[config.mk]
export PLATFORM = sky130hd
export DESIGN_NAME = aging_address_blocklist_top
export DESIGN_NICKNAME = d
export VERILOG_FILES = /design/src/sv/aab_pkg.sv /design/src/sv/aging_address_blocklist_top.sv
export SDC_FILE = /design/constraint.sdc
export NUM_CORES = 2
export LEC_CHECK = 0
export ABC_AREA = 1
export BUFFER_PORTS_ARGS = -buffer_cell sky130_fd_sc_hd__buf_2
export CAP_MARGIN = 30
export CORE_ASPECT_RATIO = 1.5
export CORE_MARGIN = 1.5
export CORE_UTILIZATION = 41
export DETAILED_ROUTE_END_ITERATION = 10
export GPL_TIMING_DRIVEN = 0
export SLEW_MARGIN = 20
export SYNTH_ARGS = -nofsm -noshare
export SYNTH_HDL_FRONTEND = slang
export SYNTH_SLANG_ARGS = --single-unit
[constraint.sdc]
create_clock -name clk -period 15.5 [get_ports clk]
set_input_delay 1.55 -clock clk [delete_from_list [all_inputs] [get_ports clk]]
set_output_delay 1.55 -clock clk [all_outputs]
set_load 0.02 [all_outputs]
[src/sv/aab_pkg.sv]
// ----------------------------------------------------------------------------
// aab_pkg
// Types and constants of the aging address blocklist.
// ----------------------------------------------------------------------------
package aab_pkg;

	localparam int ADDR_W     = 48;
	localparam int STAMP_W    = 32;
	localparam int HITS_W     = 16;
	localparam int CFG_IDX_W  = 2;
	localparam int CFG_DATA_W = 16;
	localparam int SLOT_W     = 4;

	localparam logic [HITS_W-1:0] HITS_MAX = '1;

	// Configuration register indexes
	localparam logic [CFG_IDX_W-1:0] REG_TIMEOUT = 2'd0;
	localparam logic [CFG_IDX_W-1:0] REG_LIMIT   = 2'd1;

	// Input command codes
	localparam logic CMD_ADD  = 1'b0;
	localparam logic CMD_FIND = 1'b1;

	// Sequencer states
	typedef enum logic [1:0] {
		ST_IDLE,
		ST_SCAN,
		ST_DRAIN,
		ST_DONE
	} state_t;

	// One table entry as stored in memory
	typedef struct packed {
		logic [ADDR_W-1:0]  addr;
		logic [STAMP_W-1:0] stamp;
		logic [HITS_W-1:0]  hits;
	} entry_t;

endpackage

[src/sv/aging_address_blocklist_top.sv]
// A result is loaded once the walk of the table for its input beat is done.
// No new item is taken before then; each item's walk of the table goes
// through the single memory read port, one entry per cycle.
// A finished result waits in the output register while the next item is taken.
// Reset clears the per-entry valid bits at once; no clearing pass is needed.
// ----------------------------------------------------------------------------
// aging_address_blocklist_top
// Station address table with timestamps and hit counts. Add beats record a
// hit (on a miss taking the first empty slot, else replacing the oldest entry), find beats report listed state.
// ----------------------------------------------------------------------------
module aging_address_blocklist_top
	import aab_pkg::*;
#(
	parameter int TABLE_ENTRIES = 16
) (
	input  logic                  clk,
	input  logic                  arst_n,
	// configuration write port
	input  logic                  cfg_wr_en,
	input  logic [CFG_IDX_W-1:0]  cfg_index,
	input  logic [CFG_DATA_W-1:0] cfg_wdata,
	// input channel
	input  logic                  in_valid,
	output logic                  in_ready,
	input  logic                  cmd,
	input  logic [ADDR_W-1:0]     station_address,
	input  logic [STAMP_W-1:0]    now_ms,
	// output channel
	output logic                  out_valid,
	input  logic                  out_ready,
	output logic                  listed,
	output logic                  matched,
	output logic [SLOT_W-1:0]     slot_index
);

	localparam int IDX_W = (TABLE_ENTRIES > 1) ? $clog2(TABLE_ENTRIES) : 1;

	// configuration registers
	logic [HITS_W-1:0] timeout_q;
	logic [HITS_W-1:0] limit_q;

	// sequencer
	state_t state_q, state_d;
	logic   rd_en;
	logic   done_fire;
	logic   scan_last;

	// latched input beat
	logic               cmd_q;
	logic [ADDR_W-1:0]  addr_q;
	logic [STAMP_W-1:0] now_q;

	// table memory and valid bits
	entry_t             mem [TABLE_ENTRIES];
	logic [TABLE_ENTRIES-1:0] entry_vld_q;
	logic [IDX_W-1:0]   rd_idx_q;
	entry_t             rd_entry_s1;
	logic               rd_vld_s1;
	logic [IDX_W-1:0]   rd_idx_s1;
	logic               rd_en_s1;

	// scan results
	logic               hit_found_q;
	logic [IDX_W-1:0]   hit_idx_q;
	logic [STAMP_W-1:0] hit_stamp_q;
	logic [HITS_W-1:0]  hit_hits_q;
	logic [STAMP_W-1:0] hit_elapsed_q;
	logic               empty_found_q;
	logic [IDX_W-1:0]   empty_idx_q;
	logic               old_found_q;
	logic [IDX_W-1:0]   old_idx_q;
	logic [STAMP_W-1:0] old_elapsed_q;

	// entry under inspection
	entry_t             cur_entry;
	logic [STAMP_W-1:0] cur_elapsed;

	// write back and result
	logic               wr_en;
	logic [IDX_W-1:0]   wr_idx;
	entry_t             wr_entry;
	logic [IDX_W-1:0]   tgt_idx;
	logic               expired;
	logic               res_listed;
	logic               res_matched;
	logic [IDX_W-1:0]   res_idx;

	// output register
	logic               out_valid_q;
	logic               listed_q;
	logic               matched_q;
	logic [SLOT_W-1:0]  slot_q;

	assign scan_last = (rd_idx_q == IDX_W'(TABLE_ENTRIES - 1));

	// next state
	always_comb begin
		state_d = state_q;
		unique case (state_q)
			ST_IDLE:  if (in_valid) state_d = ST_SCAN;
			ST_SCAN:  if (scan_last) state_d = ST_DRAIN;
			ST_DRAIN: state_d = ST_DONE;
			ST_DONE:  if (done_fire) state_d = ST_IDLE;
			default:  state_d = ST_IDLE;
		endcase
	end

	// sequencer outputs
	always_comb begin
		in_ready  = 1'b0;
		rd_en     = 1'b0;
		done_fire = 1'b0;
		unique case (state_q)
			ST_IDLE:  in_ready = 1'b1;
			ST_SCAN:  rd_en = 1'b1;
			ST_DRAIN: ;
			ST_DONE:  done_fire = !out_valid_q || out_ready;
			default:  ;
		endcase
	end

	// entry as read: a never-written slot reads as all zero
	always_comb begin
		cur_entry   = rd_vld_s1 ? rd_entry_s1 : '0;
		cur_elapsed = now_q - cur_entry.stamp;
	end

	// final decision, write back and result
	always_comb begin
		tgt_idx     = empty_found_q ? empty_idx_q : (old_found_q ? old_idx_q : '0);
		expired     = hit_elapsed_q > {{(STAMP_W-HITS_W){1'b0}}, timeout_q};
		wr_en       = 1'b0;
		wr_idx      = tgt_idx;
		wr_entry    = '0;
		res_listed  = 1'b0;
		res_matched = hit_found_q;
		res_idx     = hit_found_q ? hit_idx_q : '0;
		if (cmd_q == CMD_FIND) begin
			res_listed = hit_found_q && !expired && (hit_hits_q >= limit_q);
		end else if (hit_found_q) begin
			wr_en          = done_fire;
			wr_idx         = hit_idx_q;
			wr_entry.addr  = addr_q;
			if (expired) begin
				wr_entry.stamp = now_q;
				wr_entry.hits  = HITS_W'(1);
			end else begin
				wr_entry.stamp = hit_stamp_q;
				wr_entry.hits  = (hit_hits_q == HITS_MAX) ? HITS_MAX : hit_hits_q + HITS_W'(1);
			end
		end else begin
			wr_en          = done_fire;
			wr_entry.addr  = addr_q;
			wr_entry.stamp = now_q;
			wr_entry.hits  = HITS_W'(1);
			res_idx        = tgt_idx;
		end
	end

	// table memory: one write port, one registered read port
	always_ff @(posedge clk) begin
		if (wr_en) mem[wr_idx] <= wr_entry;
		if (rd_en) rd_entry_s1 <= mem[rd_idx_q];
	end

	// control state
	always_ff @(posedge clk or negedge arst_n) begin
		if (!arst_n) begin
			state_q       <= ST_IDLE;
			timeout_q     <= '0;
			limit_q       <= '0;
			entry_vld_q   <= '0;
			rd_idx_q      <= '0;
			rd_en_s1      <= 1'b0;
			hit_found_q   <= 1'b0;
			empty_found_q <= 1'b0;
			old_found_q   <= 1'b0;
			out_valid_q   <= 1'b0;
		end else begin
			state_q  <= state_d;
			rd_en_s1 <= rd_en;

			// configuration writes
			if (cfg_wr_en) begin
				unique case (cfg_index)
					REG_TIMEOUT: timeout_q <= cfg_wdata[HITS_W-1:0];
					REG_LIMIT:   limit_q   <= cfg_wdata[HITS_W-1:0];
					default:     ;
				endcase
			end

			// read address walk
			if (in_ready) rd_idx_q <= '0;
			else if (rd_en && !scan_last) rd_idx_q <= rd_idx_q + IDX_W'(1);

			// scan flags: first match, first empty, oldest
			if (in_valid && in_ready) begin
				hit_found_q   <= 1'b0;
				empty_found_q <= 1'b0;
				old_found_q   <= 1'b0;
			end else if (rd_en_s1 && !hit_found_q) begin
				if (cur_entry.addr == addr_q) begin
					hit_found_q <= 1'b1;
				end else if (!empty_found_q) begin
					if (cur_entry.addr == '0) empty_found_q <= 1'b1;
					else old_found_q <= 1'b1;
				end
			end

			if (wr_en) entry_vld_q[wr_idx] <= 1'b1;

			if (done_fire) out_valid_q <= 1'b1;
			else if (out_ready) out_valid_q <= 1'b0;
		end
	end

	// payload registers
	always_ff @(posedge clk) begin
		if (in_valid && in_ready) begin
			cmd_q  <= cmd;
			addr_q <= station_address;
			now_q  <= now_ms;
		end

		rd_vld_s1 <= entry_vld_q[rd_idx_q];
		rd_idx_s1 <= rd_idx_q;

		if (rd_en_s1 && !hit_found_q) begin
			if (cur_entry.addr == addr_q) begin
				hit_idx_q     <= rd_idx_s1;
				hit_stamp_q   <= cur_entry.stamp;
				hit_hits_q    <= cur_entry.hits;
				hit_elapsed_q <= cur_elapsed;
			end else if (!empty_found_q) begin
				if (cur_entry.addr == '0) begin
					empty_idx_q <= rd_idx_s1;
				end else if (!old_found_q || cur_elapsed > old_elapsed_q) begin
					old_idx_q     <= rd_idx_s1;
					old_elapsed_q <= cur_elapsed;
				end
			end
		end

		if (done_fire) begin
			listed_q  <= res_listed;
			matched_q <= res_matched;
			slot_q    <= SLOT_W'(res_idx);
		end
	end

	assign out_valid  = out_valid_q;
	assign listed     = listed_q;
	assign matched    = matched_q;
	assign slot_index = slot_q;

endmodule

After elaboration in Yosys (flattened, before gate mapping). Memories as Yosys holds them, arrays and structs flattened. A register that Yosys moved wholly into a read port is not among the register bits. Index checks and enable logic that the tools add are counted.

Output and inout port bits: 8. Register bits: 275. Input bits: 104. Word-level logic and storage cells: 124. Bits in writable memories: 1536. Memories kept: 1.

Memory list: mem (depth 16, width 96, read ports 1, clocked after Yosys merged registers in 1, wr ports 1, RTL line aging_address_blocklist_top.sv:54) `entry_t mem [TABLE_ENTRIES];`.

Equality and inequality tests: 13. $lt $le $gt $ge: 6. Reduce and logical (&&, ||, !) cells: 29. Bitwise operators: 4. Add/sub/neg operators: 3. Muxes and demuxes: 43.

Operators with widths (count): two-way mux 96 bit (2); two-way mux 48 bit (2); == test 48 bit (1); logical NOT 48 bit (1); two-way mux 4 bit (9); greater-than comparator 32 x 16 -> 1 bit (1); greater-than comparator 32 bit (1); subtractor 32 bit (1); two-way mux 1 bit (23); adder 16 x 1 -> 16 bit, second input constant (1); == test 16 bit, second input constant (1); >= comparator 16 bit (1); two-way mux 16 bit (1); bitwise OR 16 bit (1); < comparator 4 x 5 -> 1 bit, second input constant (2); != test 2 bit, second input constant (5); AND reduction 2 bit (5); one-hot mux 2 bit (4 select lines) (1); AND reduction 4 bit (2); nonzero test 2 bit (4); logical AND 1 bit (6); two-way mux 2 bit (3); logical NOT 1 bit (5); AND reduction 5 bit (1); other kinds (12) (18).

Logic depth before layout (Yosys ltp).
Depth in word-level cells: 9. Gate-level depth with buffers: 28. Mapped depth without buffers: 24.

Worst setup path before layout. No wires, ideal clock.

Path kind: input to register. From: input out_ready. To: memory mem[0][0] (netlist name) (enable). Arrival: 6.146 ns. Stages on the path: 6. Library setup time: 0.552 ns. Setup slack: 8.802 ns. Cell sequence: inv_1 > nand2_1 > nand2_1 > nor3_1 > nand2_1 > nor2_1.

Cells in the longest elaborated chain, start to end: 5.

Ends and longest elaborated chain: from (decl) (RTL line aging_address_blocklist_top.sv:30) `input logic out_ready,`; logical OR 1 bit (RTL line aging_address_blocklist_top.sv:117) `ST_DONE: done_fire = !out_valid_q || out_ready;`; two-way mux 1 bit (RTL line aging_address_blocklist_top.sv:113) `unique case (state_q)`; two-way mux 1 bit (RTL line aging_address_blocklist_top.sv:138) `if (cmd_q == CMD_FIND) begin`; two-way mux 1 bit (RTL line aging_address_blocklist_top.sv:162) `if (wr_en) mem[wr_idx] <= wr_entry;`; two-way mux 1 bit (not written as such) (RTL line aging_address_blocklist_top.sv:162); to (decl) (RTL line aging_address_blocklist_top.sv:54).

Every way passes these cells.

Final worst setup path.
From: register rd_vld_s1. To: register old_elapsed_q[31] (enable).

Cells in the longest elaborated chain, start to end: 5.

Ends and longest elaborated chain: from (decl) (RTL line aging_address_blocklist_top.sv:58) `logic rd_vld_s1;`; from (signal assigned) (RTL line aging_address_blocklist_top.sv:225) `rd_vld_s1 <= entry_vld_q[rd_idx_q];`; two-way mux 96 bit (RTL line aging_address_blocklist_top.sv:124) `cur_entry = rd_vld_s1 ? rd_entry_s1 : '0;`; subtractor 32 bit (RTL line aging_address_blocklist_top.sv:125) `cur_elapsed = now_q - cur_entry.stamp;`; net cur_elapsed[29] (RTL line aging_address_blocklist_top.sv:76) `logic [STAMP_W-1:0] cur_elapsed;`; greater-than comparator 32 bit (RTL line aging_address_blocklist_top.sv:237) `end else if (!old_found_q || cur_elapsed > old_elapsed_q) begin`; logical OR 1 bit (RTL line aging_address_blocklist_top.sv:237); AND reduction 5 bit (no source line); to (signal assigned) (RTL line aging_address_blocklist_top.sv:239) `old_elapsed_q <= cur_elapsed;`; to (decl) (RTL line aging_address_blocklist_top.sv:72) `logic [STAMP_W-1:0] old_elapsed_q;`.

The timed path passes the listed nets, and every way through them passes these cells. A chain may end at the register's enable or synchronous reset.

==> metrics <==
met3 usage 0.0332; Die Y 535 µm; largest net degree at the start of global routing 50; dpl hpwl 163000 µm; post-synthesis sequential area ratio 0.737; Hold Path Depth 0; IO buf count 111; setup slack, reg-to-reg 7.85 ns; first-pass GRT wire length 335000 µm; share of cells above drive strength 1 0.101; routability cong. 0.899; Area Growth Syn to Fin 16.2%; Routed Antenna Nets 0; Setup CP Type register to register; CTS Root Cell clkbuf_16; CTS tree done; setup TNS 0 ns; Area after DPL 0.0835 mm²; Design Area, Final 0.0898 mm²; FF-to-FF End old_elapsed_q[31]; commonest cells after routing, fill and taps aside edfxtp_1 (1843), nor2_1 (953), o21ai_0 (797); Routed WL per cell 25.3 µm; fin nets 6779; leak pwr 31.5 nW; via/cell ratio 5.60; Highest Clock Rate 131 MHz; worst r2r src rd_vld_s1; core area 0.188 mm²; Synth Instances 6120; pre-CTS WS 7.81 ns; clock sinks 1907; unrepaired setup endpoints after global routing no; TritonCTS Buffers 183; htree depth 4; grt total ovfl 0; initial DRC count 5338; Syn Area/Cell 12.6 µm²; met2 Use GR 0.429; Synth Register Bits 1907; Resize count post-CTS 0; cts hold-fix bufs 0; Post-synth EDFFs 1843; synthesized cell area 0.0773 mm²; Max-cap violations 0; gr usage total 0.240; Area contributors post-synth edfxtp_1 (72%), o21ai_0 (5.2%), nor2_1 (4.8%), nand2_1 (3.1%), nand3_1 (1.9%); Async SR Flop Fraction 0.0309; final wirelength 232000 µm; warning count from the yosys run 0; Slew Viols, Final 0; clk_lat worst skew 0.87 ns; Post-Syn Nets 6326; Worst Min Path Start rd_idx_q[2]; Critical Path Sink Type register; Initial Util 0.412; final setup fails 0; Final Hold Vio Count 0; Hold Path End rd_idx_s1[2]; top cell type's share of synthesized area 0.716; Tightest Pin Transition 1.00 ns; via count of the first global-routing pass 51741; startpoint type of the worst setup path register; Chip Width 357 µm; busiest grt layer met2; most common library cell in the layout ignoring fill and taps edfxtp_1; via count 51520; Worst Reg-to-Reg Cells 23; drt drc 0; worst-path maximum fanout 22; row count 195; Ports 112; clock period minus worst slack 7.65 ns; Netlist cell types 42; worst clock skew 0.0347 ns; run status completed; clk buf depth 3; Yosys top cell by area edfxtp_1; Setup Buffers After CTS 0; Total Die Area 0.191 mm²; initial antenna violation count 10; pwr dens 183 mW/mm²; Clock Pin Slew Worst Setup and Hold Paths 0.06 ns; type of the worst min-delay path register to register; worst path arrival time 8.20 ns; min setup slack post-route 7.85 ns; Worst slew margin 0.329; critical path required time 16.05 ns; GR Layer Usage met1 0.277; 1st-pass router iterations 8; Synth Flop Type edfxtp_1; final period utilization 0.494; maximum VDD drop 141 µV
[sequential cells by signal (all words and copies together) (netlist names), 2 cells and up]
name	count
now_q	32
hit_elapsed_q	32
slot_index	4
old_idx_q	4
hit_hits_q	16
hit_stamp_q	32
old_elapsed_q	32
rd_idx_q	4
hit_idx_q	4
timeout_q	16
addr_q	48
empty_idx_q	4
rd_idx_s1	4
mem	1536
state_q	2
rd_entry_s1	96
entry_vld_q	16
limit_q	16
[how the worst max path moves through the flow]
stage          slack [ns]       from                 to
6_report             7.85  rd_vld_s1  old_elapsed_q[31]
5_1_grt              7.46  rd_vld_s1  old_elapsed_q[26]
4_1_cts              7.79  rd_vld_s1  old_elapsed_q[31]
3_5_place_dp         7.81  rd_vld_s1  old_elapsed_q[30]
3_3_place_gp         3.57  out_ready         mem[8][58]
2_1_floorplan        8.80  out_ready          mem[0][0]
[cells in the mapped netlist (all sizes together) (16+ instances only)]
cell / number
edfxtp: 1843
nor2: 995
o21ai: 865
nand2: 643
nand3: 299
inv: 294
clkbuf: 255
o22ai: 224
o221ai: 163
a21oi: 124
buf: 102
ha: 101
dfrtp: 59
o211ai: 30
xor2: 27
nand4: 17
nor3: 16
[critical path, cell delays in order, from the launching register on]
cell	delay [ns]
dfxtp_1	0.40
buf_4	0.23
buf_2	0.59
buf_2	0.38
buf_1	0.57
nand2_1	0.25
ha_1	0.35
nand3_1	0.07
nand2_1	0.15
a21oi_1	0.16
o21ai_0	0.76
nand4_1	0.36
nand3_1	0.16
nand2_1	0.11
ha_1	0.31
nand2_1	0.05
nor2_1	0.15
nand4_1	0.19
nor4_1	0.69
nand2_1	0.10
nand2_1	0.10
nand2_1	0.19
a21oi_4	0.70
buf_16	0.25
[routing by layer]
metal,vias up,routed length [µm]
met2,2095,120000
met1,25525,85600
met4,0,12700
li1,23284,-
met5,-,0
met3,616,14200
[through the flow]
stage	power [W]	hold WS (ns)	cells	utilization
after floorplan	0.00964	0.342	6120	-
after global placement	0.0117	0.399	8693	0.431
after detailed placement	0.0119	0.398	8807	0.445
after CTS	0.0164	0.407	9150	0.477
after global routing	0.0171	0.406	9194	0.479
final	0.0164	0.422	9196	0.479
[logic make-up (layout without fill, tap and decap cells)]
group                      after synthesis  count (layout)  synth area share
other                                    0               3                 0
DFF                                   1907            1907             0.737
and+or+nand+nor                       1991            1991             0.103
adders and majority gates              102             102            0.0166
buffers and inverters                  652            1263            0.0333
AOI/OAI and AO/OA                     1434            1434             0.106
xor gates and xnor gates                34              34           0.00385
[layout make-up]
class	instances	area (µm²)
fillers	16356	97800
flip-flops and latches	1907	56900
multi-input cells	3561	18000
clock buffers	218	4730
repair buffers	268	3280
well taps	2462	3080
plain buffers	357	1470
clock inverters	125	1200
inverters	295	1110
diodes	3	7.51
[power by group]
group	leakage [nW]	switching [W]	total (W)	internal [W]
clock network	2.87	0.00202	0.00449	0.00247
registers	18.0	0.000164	0.00649	0.00632
logic	10.6	0.00395	0.00542	0.00146
total	31.5	0.00614	0.0164	0.0103
Note: power is estimated with default switching activity, not from simulation.
